==> config.mk <==
export PLATFORM = sky130hd
export DESIGN_NAME = dpcr_isqrt
export DESIGN_NICKNAME = d
export VERILOG_FILES = /design/src/rtl/dpcr_pkg.sv /design/src/rtl/dpcr_isqrt.sv
export SDC_FILE = /design/constraint.sdc
export NUM_CORES = 2
export LEC_CHECK = 0
export BUFFER_PORTS_ARGS = -buffer_cell sky130_fd_sc_hd__buf_2
export CORE_MARGIN = 5
export CORE_UTILIZATION = 50
export CTS_BUF_LIST = sky130_fd_sc_hd__clkbuf_8
export CTS_CLUSTER_SIZE = 25
export DETAILED_ROUTE_END_ITERATION = 6
export GPL_ROUTABILITY_DRIVEN = 0
export HOLD_SLACK_MARGIN = 0.08
export PLACE_DENSITY = 0.7
export SLEW_MARGIN = 20
export SYNTH_ARGS = -nofsm -noshare
export SYNTH_HDL_FRONTEND = slang
export SYNTH_SLANG_ARGS = --single-unit
==> constraint.sdc <==
create_clock -name clk_i -period 6.3 [get_ports clk_i]
set_clock_uncertainty 0.05 [all_clocks]
set_input_delay 0.315 -clock clk_i [delete_from_list [all_inputs] [get_ports clk_i]]
set_output_delay 0.315 -clock clk_i [all_outputs]
set_load 0.005 [all_outputs]
==> src/rtl/dpcr_pkg.sv <==
// shared types, stage counts and saturation helper for the disc pair pipeline
// no dependencies
`default_nettype none

package dpcr_pkg;

  localparam int unsigned NormBits    = 28;
  localparam int unsigned QuoBits     = NormBits + 1;
  localparam int unsigned RadW        = 64;
  localparam int unsigned RootW       = 32;
  localparam int unsigned SqrtStages  = RootW / 2;
  localparam int unsigned DivStages   = (QuoBits + 1) / 2;
  localparam int unsigned FrontStages = 3;
  localparam int unsigned ImpStages   = 7;
  localparam int unsigned Latency     = FrontStages + SqrtStages + DivStages + ImpStages;
  localparam int unsigned SatW        = 40;

  // lanes: 0 first x, 1 first y, 2 second x, 3 second y
  typedef struct packed {
    logic [3:0][31:0] pos;
    logic [3:0][31:0] vel;
    logic [32:0]      rvx;
    logic [32:0]      rvy;
    logic [31:0]      rsum;
    logic [31:0]      m1;
    logic [31:0]      m2;
    logic [32:0]      msum;
    logic [31:0]      ax;
    logic [31:0]      ay;
    logic             sx;
    logic             sy;
    logic             contact;
    logic [31:0]      ovl;
  } item_t;

  function automatic logic [31:0] sat32(input logic signed [SatW-1:0] v);
    logic [31:0] r;
    if (v[SatW-1:31] == '0 || v[SatW-1:31] == '1) begin
      r = v[31:0];
    end else if (v[SatW-1]) begin
      r = 32'h8000_0000;
    end else begin
      r = 32'h7fff_ffff;
    end
    return r;
  endfunction

endpackage

`default_nettype wire

==> src/rtl/dpcr_isqrt.sv <==
// pipelined integer square root, two root digits per stage
// depends on dpcr_pkg
`default_nettype none

module dpcr_isqrt import dpcr_pkg::*; (
  input  logic             clk_i,
  input  logic             en_i,
  input  logic [RadW-1:0]  rad_i,
  output logic [RootW-1:0] root_o
);

  logic [RadW-1:0] rem_q [SqrtStages];
  logic [RadW-1:0] res_q [SqrtStages];

  for (genvar k = 0; k < SqrtStages; k++) begin : g_stg
    logic [RadW-1:0] rem_in, res_in, rem_t, res_t;

    if (k == 0) begin : g_first
      assign rem_in = rad_i;
      assign res_in = '0;
    end else begin : g_next
      assign rem_in = rem_q[k-1];
      assign res_in = res_q[k-1];
    end

    always_comb begin
      logic [RadW-1:0] bitv;
      logic [RadW-1:0] trial;
      bitv  = '0;
      trial = '0;
      rem_t = rem_in;
      res_t = res_in;
      for (int j = 0; j < 2; j++) begin
        bitv  = RadW'(1) << (2 * (RootW - 1 - 2 * k - j));
        trial = res_t + bitv;
        if (rem_t >= trial) begin
          rem_t = rem_t - trial;
          res_t = (res_t >> 1) + bitv;
        end else begin
          res_t = res_t >> 1;
        end
      end
    end

    always_ff @(posedge clk_i) begin
      if (en_i) begin
        rem_q[k] <= rem_t;
        res_q[k] <= res_t;
      end
    end
  end

  assign root_o = res_q[SqrtStages-1][RootW-1:0];

endmodule

`default_nettype wire

==> results by group <==
Status
  – Outcome: finished with violations
  – Failing checks: DRC

Clock tree
  – Clk buf depth: 3
  – Clk_lat worst skew: between 0.9 and 1 ns
  – TritonCTS buffer count: 198
  – Clock sink count: 1232
  – Register clock-pin slew on the reported worst setup and hold paths: around 0.06 ns
  – CTS tree: built
  – Clk root buf: clkbuf_8
  – H-tree levels: 4

Synth
  – Area share of the largest cell type after synthesis: 44.6%
  – Post-synthesis instance total: approximately 8500
  – Area of the mapped netlist: 0.0829 mm^2
  – Post-synth EDFFs: 1232
  – Seq/Total Area, Yosys: 44.6%
  – Top cells by area, synth: edfxtp_1, ha_1, xnor2_1
  – Primary flip-flop cell chosen by synthesis mapping: edfxtp_1
  – Mapped Avg Cell Area: a little under 10 um^2
  – #FFs+latches synth: 1232
  – YS warnings: 0
  – Yosys top cell by area: edfxtp_1
  – Ys async rst share: 0%
  – Yosys cell types: about 110
  – Syn nets: 9110

Layout
  – Nets: 9777
  – Final Util: 57.7%
  – Commonest non-fill, non-tap cell in the layout: edfxtp_1
  – P&R area growth vs syn: 14.9%
  – Share of cells above drive strength 1: between 10% and 20%
  – Most frequent cells in the layout: edfxtp_1, nor2_1, nand2_1, a21oi_1, ha_1

Hold path
  – Hold EP: res_q[1][466]
  – Hold Path Origin: res_q[1][404]
  – Hold path depth: 0
  – HP Class: reg2reg

GRT
  – Vias in the first global route: 66200
  – Congestion Overflow GR: 0
  – Largest net degree at the start of global routing: 177
  – Initial antenna violation count: 9
  – First-pass GRT wire length: ~350000 um
  – Gr usage total: 25.1%

Critical path
  – Worst reg2reg setup slack: 0.05 ns
  – Worst Setup End Kind: flip-flop
  – RR Endpoint: rem_q[1][319]
  – Critical path class: reg2reg
  – Worst EP arrival: 6.82 ns
  – CP required: 6.88 ns
  – Worst Setup SP: res_q[1][208]
  – Worst r2r src: res_q[1][208]
  – Critical path peak fanout: 6
  – Critical path launch point type: flip-flop
  – Worst Reg-to-Reg Cells: 25

Floorplanning
  – Core ar.: 0.165 mm^2
  – Initial Utilization: 50.2%
  – Die H: about 420 um
  – # rows: 149
  – # IOs: 98
  – Die Area: 0.174 mm^2
  – Die width: 417 um

Detailed routing
  – DRT iter0 DRCs: 6637
  – Number of vias per cell: roughly 6
  – Post-route DRC: 1
  – Number of routed nets with antenna violations: 0
  – DR WL/cell: 19.8 um
  – Drt pass-1 iters: 7
  – DR vias: 68800
  – Total Routed Length: 228000 um

Pwr
  – Pwr/cell area: about 400 mW/mm^2
  – Final Total Pwr: 38.4 mW
  – Leakage power: 37.6 nW
  – Peak VDD IR: roughly 0.00027 V

STA
  – Slew margin rel.: 24.8%
  – Max Clock Freq: 160 MHz
  – # setup viols final: 0
  – Final hold vios: 0
  – Pins over their slew limit: 0
  – RSZ-0062 raised after global routing: true
  – Min Tclk post-route: approximately 6.2 ns
  – Worst slew pin tran: roughly 1.1 ns
  – Total negative setup slack: 0 ns
  – Tcrit/Tclk final: 99.1%

Place
  – Count of input and output buffers: 97
  – Detailed Place HPWL: 173000 um

Job
  – MaxCap Viol Count: 0
-- through the flow --
stage          std cells  cell area, um^2  worst slack (ns)  hold slack [ns]
6_report           11500            95300            0.0549            0.349
4_1_cts            11400            94100            0.0176            0.341
5_1_grt            11500            95300            -0.197            0.361
2_1_floorplan       8471            82900           0.00555            0.364
3_5_place_dp       10900            88600            -0.377            0.384
3_3_place_gp       10900            88600            -0.332            0.374
-- sequential cells by signal, indices dropped and copies added (netlist names) --
| name | flops |
|---|---|
| res_q | 272 |
| rem_q | 960 |
-- worst max path at each step --
stage / endpoint / depth (start not counted)
6_report: rem_q[1][319] / 25
5_1_grt: rem_q[1][319] / 27
4_1_cts: rem_q[0][495] / 22
3_5_place_dp: rem_q[1][239] / 24
3_3_place_gp: rem_q[1][239] / 24
2_1_floorplan: rem_q[1][331] / 27
-- per-layer routing --
layer | GRT usage [%] | up-vias | share of wire, %
li1 | - | 32800 | -
met1 | 32.6 | 32800 | 42
met2 | 43.0 | 2712 | 49
met3 | 3.37 | 510 | 6.5
met4 | 8.93 | 0 | 3.5
met5 | 0 | - | 0
-- synth_stat cells (22+ instances only) --
cell / instances
a21o_1: 241
a211oi_1: 57
and4_1: 29
mux2i_1: 24
o31ai_1: 58
or4_1: 55
nand2_1: 697
o21bai_1: 65
nor2b_1: 93
or2_2: 50
buf_1: 28
o21ai_0: 439
nor4_1: 231
nor2_1: 804
mux2_2: 50
inv_1: 506
nand4b_1: 22
clkbuf_1: 173
a31oi_1: 73
o211ai_1: 28
xor2_1: 310
ha_1: 573
nor3b_1: 24
and2_1: 45
nand2b_1: 69
a21oi_1: 684
xnor2_1: 525
nand4_1: 182
o21a_1: 94
and3_1: 62
nor3_1: 222
edfxtp_1: 1232
buf_2: 28
a21boi_0: 24
or3_1: 83
nand3_1: 198
nand3b_1: 24
-- logic make-up after synthesis --
logic type / after synthesis / synth area share, %
buffers and inverters: 752 / 3.47
adders and majority gates: 573 / 8.65
and+or+nand+nor: 2975 / 18.0
DFF: 1232 / 44.6
xor gates and xnor gates: 835 / 8.82
muxes: 79 / 1.04
AOI/OAI and AO/OA: 2025 / 15.4
-- timing repair --
item | CTS | global route
pin swaps | 3 | 42
setup endpoints to repair | 50 | 316
cloned | 0 | 3
gates resized for setup | 9 | 163
hold endpoints to repair | 164 | 0
setup buffers | 3 | 51
hold buffers | 129 | 0
-- power breakdown --
| group | internal, mW | switching (mW) | leakage [nW] |
|---|---|---|---|
| logic | 8.06 | 10.8 | 23.5 |
| clock network | 3.72 | 3.41 | 2.28 |
| registers | 11.1 | 1.22 | 11.8 |
-- layout make-up --
cell class	count	area [um^2]
antenna	10	25.0
clock buffer	199	2740
clock inverter	164	1370
fill	13800	69700
inverter	517	1960
multi-input combinational	6487	43700
sequential	1232	37000
tap	2189	2740
timing repair buffer	702	5690
-- worst max-delay path, stage by stage (launching register included) --
cell and delay (ns):
edfxtp_1 0.38, inv_1 0.13, ha_1 0.30, nor2b_1 0.18, o31ai_2 0.30, nand2_1 0.23, a21o_1 0.27, o211ai_1 0.37
nand2_4 0.18, clkbuf_16 0.21, nor2_1 0.09, nor2_1 0.07, ha_1 0.35, a21o_1 0.20, a21oi_2 0.15, o21ai_2 0.09
or3_4 0.38, a41oi_4 0.20, nor3_4 0.08, o31ai_4 0.23, o211a_1 0.19, nor2_2 0.07, or3_4 0.35, or4_4 0.58
nor3_4 0.20, xor2_1 0.09
No activity file was read; power rests on OpenSTA's default activity.
