$ cat config.mk
export PLATFORM = sky130hd
export DESIGN_NAME = dpcr_div
export DESIGN_NICKNAME = d
export VERILOG_FILES = /design/src/rtl/dpcr_pkg.sv /design/src/rtl/dpcr_div.sv
export SDC_FILE = /design/constraint.sdc
export NUM_CORES = 2
export LEC_CHECK = 0
export ABC_CLOCK_PERIOD_IN_PS = 7700
export BUFFER_PORTS_ARGS = -buffer_cell sky130_fd_sc_hd__buf_2
export CORE_MARGIN = 2
export CORE_UTILIZATION = 60
export CTS_CLUSTER_SIZE = 30
export DETAILED_ROUTE_END_ITERATION = 16
export GPL_ROUTABILITY_DRIVEN = 1
export PLACE_DENSITY = 0.82
export SYNTH_ARGS = -nofsm -noshare
export SYNTH_HDL_FRONTEND = slang
export SYNTH_SLANG_ARGS = --single-unit
$ cat constraint.sdc
create_clock -name clk_i -period 7.7 [get_ports clk_i]
set_input_delay 0.77 -clock clk_i [delete_from_list [all_inputs] [get_ports clk_i]]
set_output_delay 0.77 -clock clk_i [all_outputs]
set_load 0.02 [all_outputs]
$ cat src/rtl/dpcr_pkg.sv
// shared types, stage counts and saturation helper for the disc pair pipeline
// no dependencies
`default_nettype none

package dpcr_pkg;

  localparam int unsigned NormBits    = 28;
  localparam int unsigned QuoBits     = NormBits + 1;
  localparam int unsigned RadW        = 64;
  localparam int unsigned RootW       = 32;
  localparam int unsigned SqrtStages  = RootW / 2;
  localparam int unsigned DivStages   = (QuoBits + 1) / 2;
  localparam int unsigned FrontStages = 3;
  localparam int unsigned ImpStages   = 7;
  localparam int unsigned Latency     = FrontStages + SqrtStages + DivStages + ImpStages;
  localparam int unsigned SatW        = 40;

  // lanes: 0 first x, 1 first y, 2 second x, 3 second y
  typedef struct packed {
    logic [3:0][31:0] pos;
    logic [3:0][31:0] vel;
    logic [32:0]      rvx;
    logic [32:0]      rvy;
    logic [31:0]      rsum;
    logic [31:0]      m1;
    logic [31:0]      m2;
    logic [32:0]      msum;
    logic [31:0]      ax;
    logic [31:0]      ay;
    logic             sx;
    logic             sy;
    logic             contact;
    logic [31:0]      ovl;
  } item_t;

  function automatic logic [31:0] sat32(input logic signed [SatW-1:0] v);
    logic [31:0] r;
    if (v[SatW-1:31] == '0 || v[SatW-1:31] == '1) begin
      r = v[31:0];
    end else if (v[SatW-1]) begin
      r = 32'h8000_0000;
    end else begin
      r = 32'h7fff_ffff;
    end
    return r;
  endfunction

endpackage

`default_nettype wire

$ cat src/rtl/dpcr_div.sv
// pipelined restoring divider for quotients below 2^(NormBits+1), two bits per stage
// depends on dpcr_pkg
`default_nettype none

module dpcr_div import dpcr_pkg::*; #(
  parameter int unsigned DW = 32
) (
  input  logic               clk_i,
  input  logic               en_i,
  input  logic [DW-1:0]      rem_i,
  input  logic               nbit_i,
  input  logic [DW-1:0]      den_i,
  output logic [QuoBits-1:0] quo_o
);

  logic [DW-1:0]      rem_q [DivStages];
  logic [DW-1:0]      den_q [DivStages];
  logic [QuoBits-1:0] quo_q [DivStages];

  for (genvar k = 0; k < DivStages; k++) begin : g_stg
    logic [DW-1:0]      rem_in, den_in, rem_t;
    logic [QuoBits-1:0] quo_in, quo_t;
    logic               nb;

    if (k == 0) begin : g_first
      assign rem_in = rem_i;
      assign den_in = den_i;
      assign quo_in = '0;
      assign nb     = nbit_i;
    end else begin : g_next
      assign rem_in = rem_q[k-1];
      assign den_in = den_q[k-1];
      assign quo_in = quo_q[k-1];
      assign nb     = 1'b0;
    end

    always_comb begin
      logic [DW:0] r2;
      r2    = '0;
      rem_t = rem_in;
      quo_t = quo_in;
      for (int j = 0; j < 2; j++) begin
        if (2 * k + j < QuoBits) begin
          r2 = {rem_t, (j == 0) ? nb : 1'b0};
          if (r2 >= {1'b0, den_in}) begin
            r2    = r2 - {1'b0, den_in};
            quo_t = {quo_t[QuoBits-2:0], 1'b1};
          end else begin
            quo_t = {quo_t[QuoBits-2:0], 1'b0};
          end
          rem_t = r2[DW-1:0];
        end
      end
    end

    always_ff @(posedge clk_i) begin
      if (en_i) begin
        rem_q[k] <= rem_t;
        den_q[k] <= den_in;
        quo_q[k] <= quo_t;
      end
    end
  end

  assign quo_o = quo_q[DivStages-1];

endmodule

`default_nettype wire

==> impl_metrics.yaml <==
clock_network:
  number_of_cts_inserted_buffers: 119
  clock_tree.buffer_depth: 3
  clkTransAtPathRegs_ns: 0.07
  tritoncts_num_sinks: 1135
  ctsHtreeMaxLevel: 3
  clock-root-buffer: "sky130_fd_sc_hd__clkbuf_16"
  tritoncts_clock_tree: "built"
  cts-hold-fix-buffers: 0
  worstSkewPairLatency_ns: 0.79
setup_path:
  endpoint_kind: "register"
  timing.reg2reg.setup_slack_ns: 0.42
  cp_data_arrival_time_ns: 7.77
  startpoint_type: "register"
  required_ns: 8.19
  criticalPathCategory: "register to register"
  timing.critical_path.fanout_max: 17
  path_common_cell: "sky130_fd_sc_hd__a21oi_1"
  critical_path.top_delay_family: "compound AO/OA/AOI/OAI gates"
  cp_slowest_stage_delay_ns: 0.55
  critical_path.cell_chain: "inv_1 -> ha_1 -> and4_1 -> and2_1 -> o311ai_1 -> a21oi_1 -> o41ai_2 -> o31ai_2 -> a21boi_4 -> buf_4 -> mux2_2 -> ha_1 -> o21a_1 -> o21ai_0 -> a21oi_1 -> o21a_1 -> o31a_1 -> o311a_1 -> nor2_1 -> a21oi_1 -> a31oi_1 -> o2111ai_4 -> buf_4 -> mux2_2"
  number_of_buffers_and_inverters_on_the_critical_path: 3
  crit_slowest_cell: "sky130_fd_sc_hd__edfxtp_1"
logic_synthesis:
  synth_seq_cells: 1135
  post_synth_main_area_contributors: "sky130_fd_sc_hd__edfxtp_1 (38%), sky130_fd_sc_hd__ha_1 (13%), sky130_fd_sc_hd__mux2_2 (5.8%)"
  yosysMostFrequentCell: "sky130_fd_sc_hd__edfxtp_1"
  synth_top_area_share_pct: 38.1
  synth_area_mm2: 0.0895
  net_count_of_the_mapped_netlist: 10100
  async_flop_share_pct: 0
  yosys_warnings: 0
  syn_inst: 9088
  synth-edff-count: 1135
  synth_top_cell_by_area: "sky130_fd_sc_hd__edfxtp_1"
  ys_types: 102
  yosysSeqAreaShare_pct: 38.1
  synth_flop_cell: "sky130_fd_sc_hd__edfxtp_1"
  synth_commonest_cells: "sky130_fd_sc_hd__edfxtp_1 (1,135), sky130_fd_sc_hd__ha_1 (914), sky130_fd_sc_hd__a21oi_1 (787)"
  avgSynthCellArea_um2: 9.84
drt:
  drtIter0Drc: 6521
  routed-via-count: 71500
  route.final.wire_length_um: 255000
  dr.pass1.iters: 9
  detail_route.drc_violations: 0
  drtAntennaViolNets: 0
  wl_per_cell_um: 22.7
  routed_via_density: 6.35
global_routing:
  overflow: 0
  grt_pass1_wl_um: 392000
  grt_start_max_net_pins: 185
  globalRouteTotalUtil_pct: 32.9
  grt_pass1_vias: 69500
  antenna_found_initial: 3
run_status:
  outcome: "finished, final reports clean"
floorplan:
  die_area_mm2: 0.152
  start_util_pct: 60.5
  core-area_mm2: 0.148
  floorplan.die.height_um: 390
  fp.dieW_um: 390
  core.rowCount: 141
  floorplan.io_pins: 96
placed_design:
  dpl.hpwl_um: 202000
  gpl.final_weighted_congestion: 0.982
  dp_slack_ns: 0.416
  placement.io_buffers: 95
sta:
  min_period_over_period_pct: 94.6
  final.setup.tns_ns: 0
  layout_min_cycle_time_ns: 7.28
  hold_viol: 0
  actual_slew_at_the_worst_max_slew_pin_ns: 1.10
  final-max-slew-violation-count: 0
  final.setup_skew_ns: 0.0565
  headroom_to_the_max_slew_limit_pct: 26.3
  setup_repair_after_global_routing_missed_its_margin: "false"
  final_critical_path_setup_slack_ns: 0.416
  report.final.setup_viol: 0
  fmax_ghz: 0.137
final_layout:
  fillerInstances: 11900
  area.growth.synth_to_final_pct: 8.06
  share_of_layout_cells_above_drive_strength_1_pct: 10.4
  num-nets-final: 10200
flow_run:
  maxCapViolCount: 0
worst_hold_path:
  timing.hold.worst.class: "primary input to register"
[through the flow]
step / util [%] / std cells / instance area, um2 / hold WS (ns)
finish: 65.4 / 11300 / 96700 / 0.191
global route: 65.4 / 11300 / 96700 / 0.159
CTS: 65.4 / 11300 / 96700 / 0.139
detailed placement: 62.6 / 11000 / 92600 / 0.405
global placement: 62.6 / 11000 / 92600 / 0.400
floorplan: - / 9088 / 89500 / 0.400
[cell families after synthesis]
kind of cell	count (synthesis)	synth area share, %
XOR/XNOR	741	7.25
AND/OR/NAND/NOR	2110	11.4
buffers and inverters	924	4.02
multiplexers	533	6.78
adder cells (fa/ha/maj)	929	13.1
flip-flops	1135	38.1
AO/OA/AOI/OAI	2716	19.4
[cell type report]
class                           instances  area [um2]  share of cell area (%)
Inverter                              747        2800                    2.90
Tap cell                             1930        2410                    2.50
Clock inverter                         91        1030                    1.07
Antenna cell                            1        2.50                 0.00259
Clock buffer                          129        3020                    3.12
Sequential cell                      1135       34100                    35.3
Multi-Input combinational cell       7029       51900                    53.7
Timing Repair Buffer                  195        1390                    1.43
[path summary, 6_finish.rpt]
| check | cells past startpoint | end | from |
|---|---|---|---|
| setup reg to reg | 24 | rem_q[0][165]$_DFFE_PP_ | den_q[0][139]$_DFFE_PP_ |
| hold / removal | 1 | den_q[0][18]$_DFFE_PP_ | den_i[18] |
| setup / recovery | 24 | rem_q[0][165]$_DFFE_PP_ | den_q[0][139]$_DFFE_PP_ |
| hold reg to reg | 0 | quo_q[1][128]$_DFFE_PP_ | quo_q[1][97]$_DFFE_PP_ |
[cell usage in the layout, fill, tap and decap left out, types with 29 or more instances in the layout]
master,n
sky130_fd_sc_hd__o21a_1,104
sky130_fd_sc_hd__and3_1,95
sky130_fd_sc_hd__o31ai_1,66
sky130_fd_sc_hd__clkbuf_16,119
sky130_fd_sc_hd__a211o_1,31
sky130_fd_sc_hd__a31oi_1,108
sky130_fd_sc_hd__xnor2_1,484
sky130_fd_sc_hd__o211ai_1,35
sky130_fd_sc_hd__mux2i_1,29
sky130_fd_sc_hd__o21bai_1,150
sky130_fd_sc_hd__a21o_1,465
sky130_fd_sc_hd__ha_1,914
sky130_fd_sc_hd__nand2_1,620
sky130_fd_sc_hd__buf_2,94
sky130_fd_sc_hd__nand2b_1,88
sky130_fd_sc_hd__nor3_1,128
sky130_fd_sc_hd__buf_4,88
sky130_fd_sc_hd__nor2_1,520
sky130_fd_sc_hd__nand4_1,126
sky130_fd_sc_hd__inv_1,744
sky130_fd_sc_hd__a21oi_1,785
sky130_fd_sc_hd__or3_1,35
sky130_fd_sc_hd__a21boi_0,35
sky130_fd_sc_hd__nor4_1,42
sky130_fd_sc_hd__xor2_1,257
sky130_fd_sc_hd__and2_1,64
sky130_fd_sc_hd__nand3_1,160
sky130_fd_sc_hd__nor2b_1,98
sky130_fd_sc_hd__or2_2,37
sky130_fd_sc_hd__o21ai_0,580
sky130_fd_sc_hd__mux2_2,459
sky130_fd_sc_hd__edfxtp_1,1135
sky130_fd_sc_hd__a211oi_1,73
[registers in the layout (all words and copies together) (netlist names)]
register,flops
rem_q,448
den_q,448
quo_q,239
[metal layers]
metal	GRT usage [%]	vias up	wire length, um	share of wire [%]
li1	-	34100	-	-
met1	40.0	34000	101000	39
met2	56.6	2648	123000	48
met3	3.46	754	13900	5.4
met4	19.2	0	17300	6.8
met5	0	-	0	0
[what timing repair did]
item	in CTS	in global routing
endpoints found under the setup margin	0	27
setup buffers	0	3
resized for setup	0	0
Power is not shown: default switching activity piles up to over one toggle a cycle in this logic, so the estimate is an artifact.
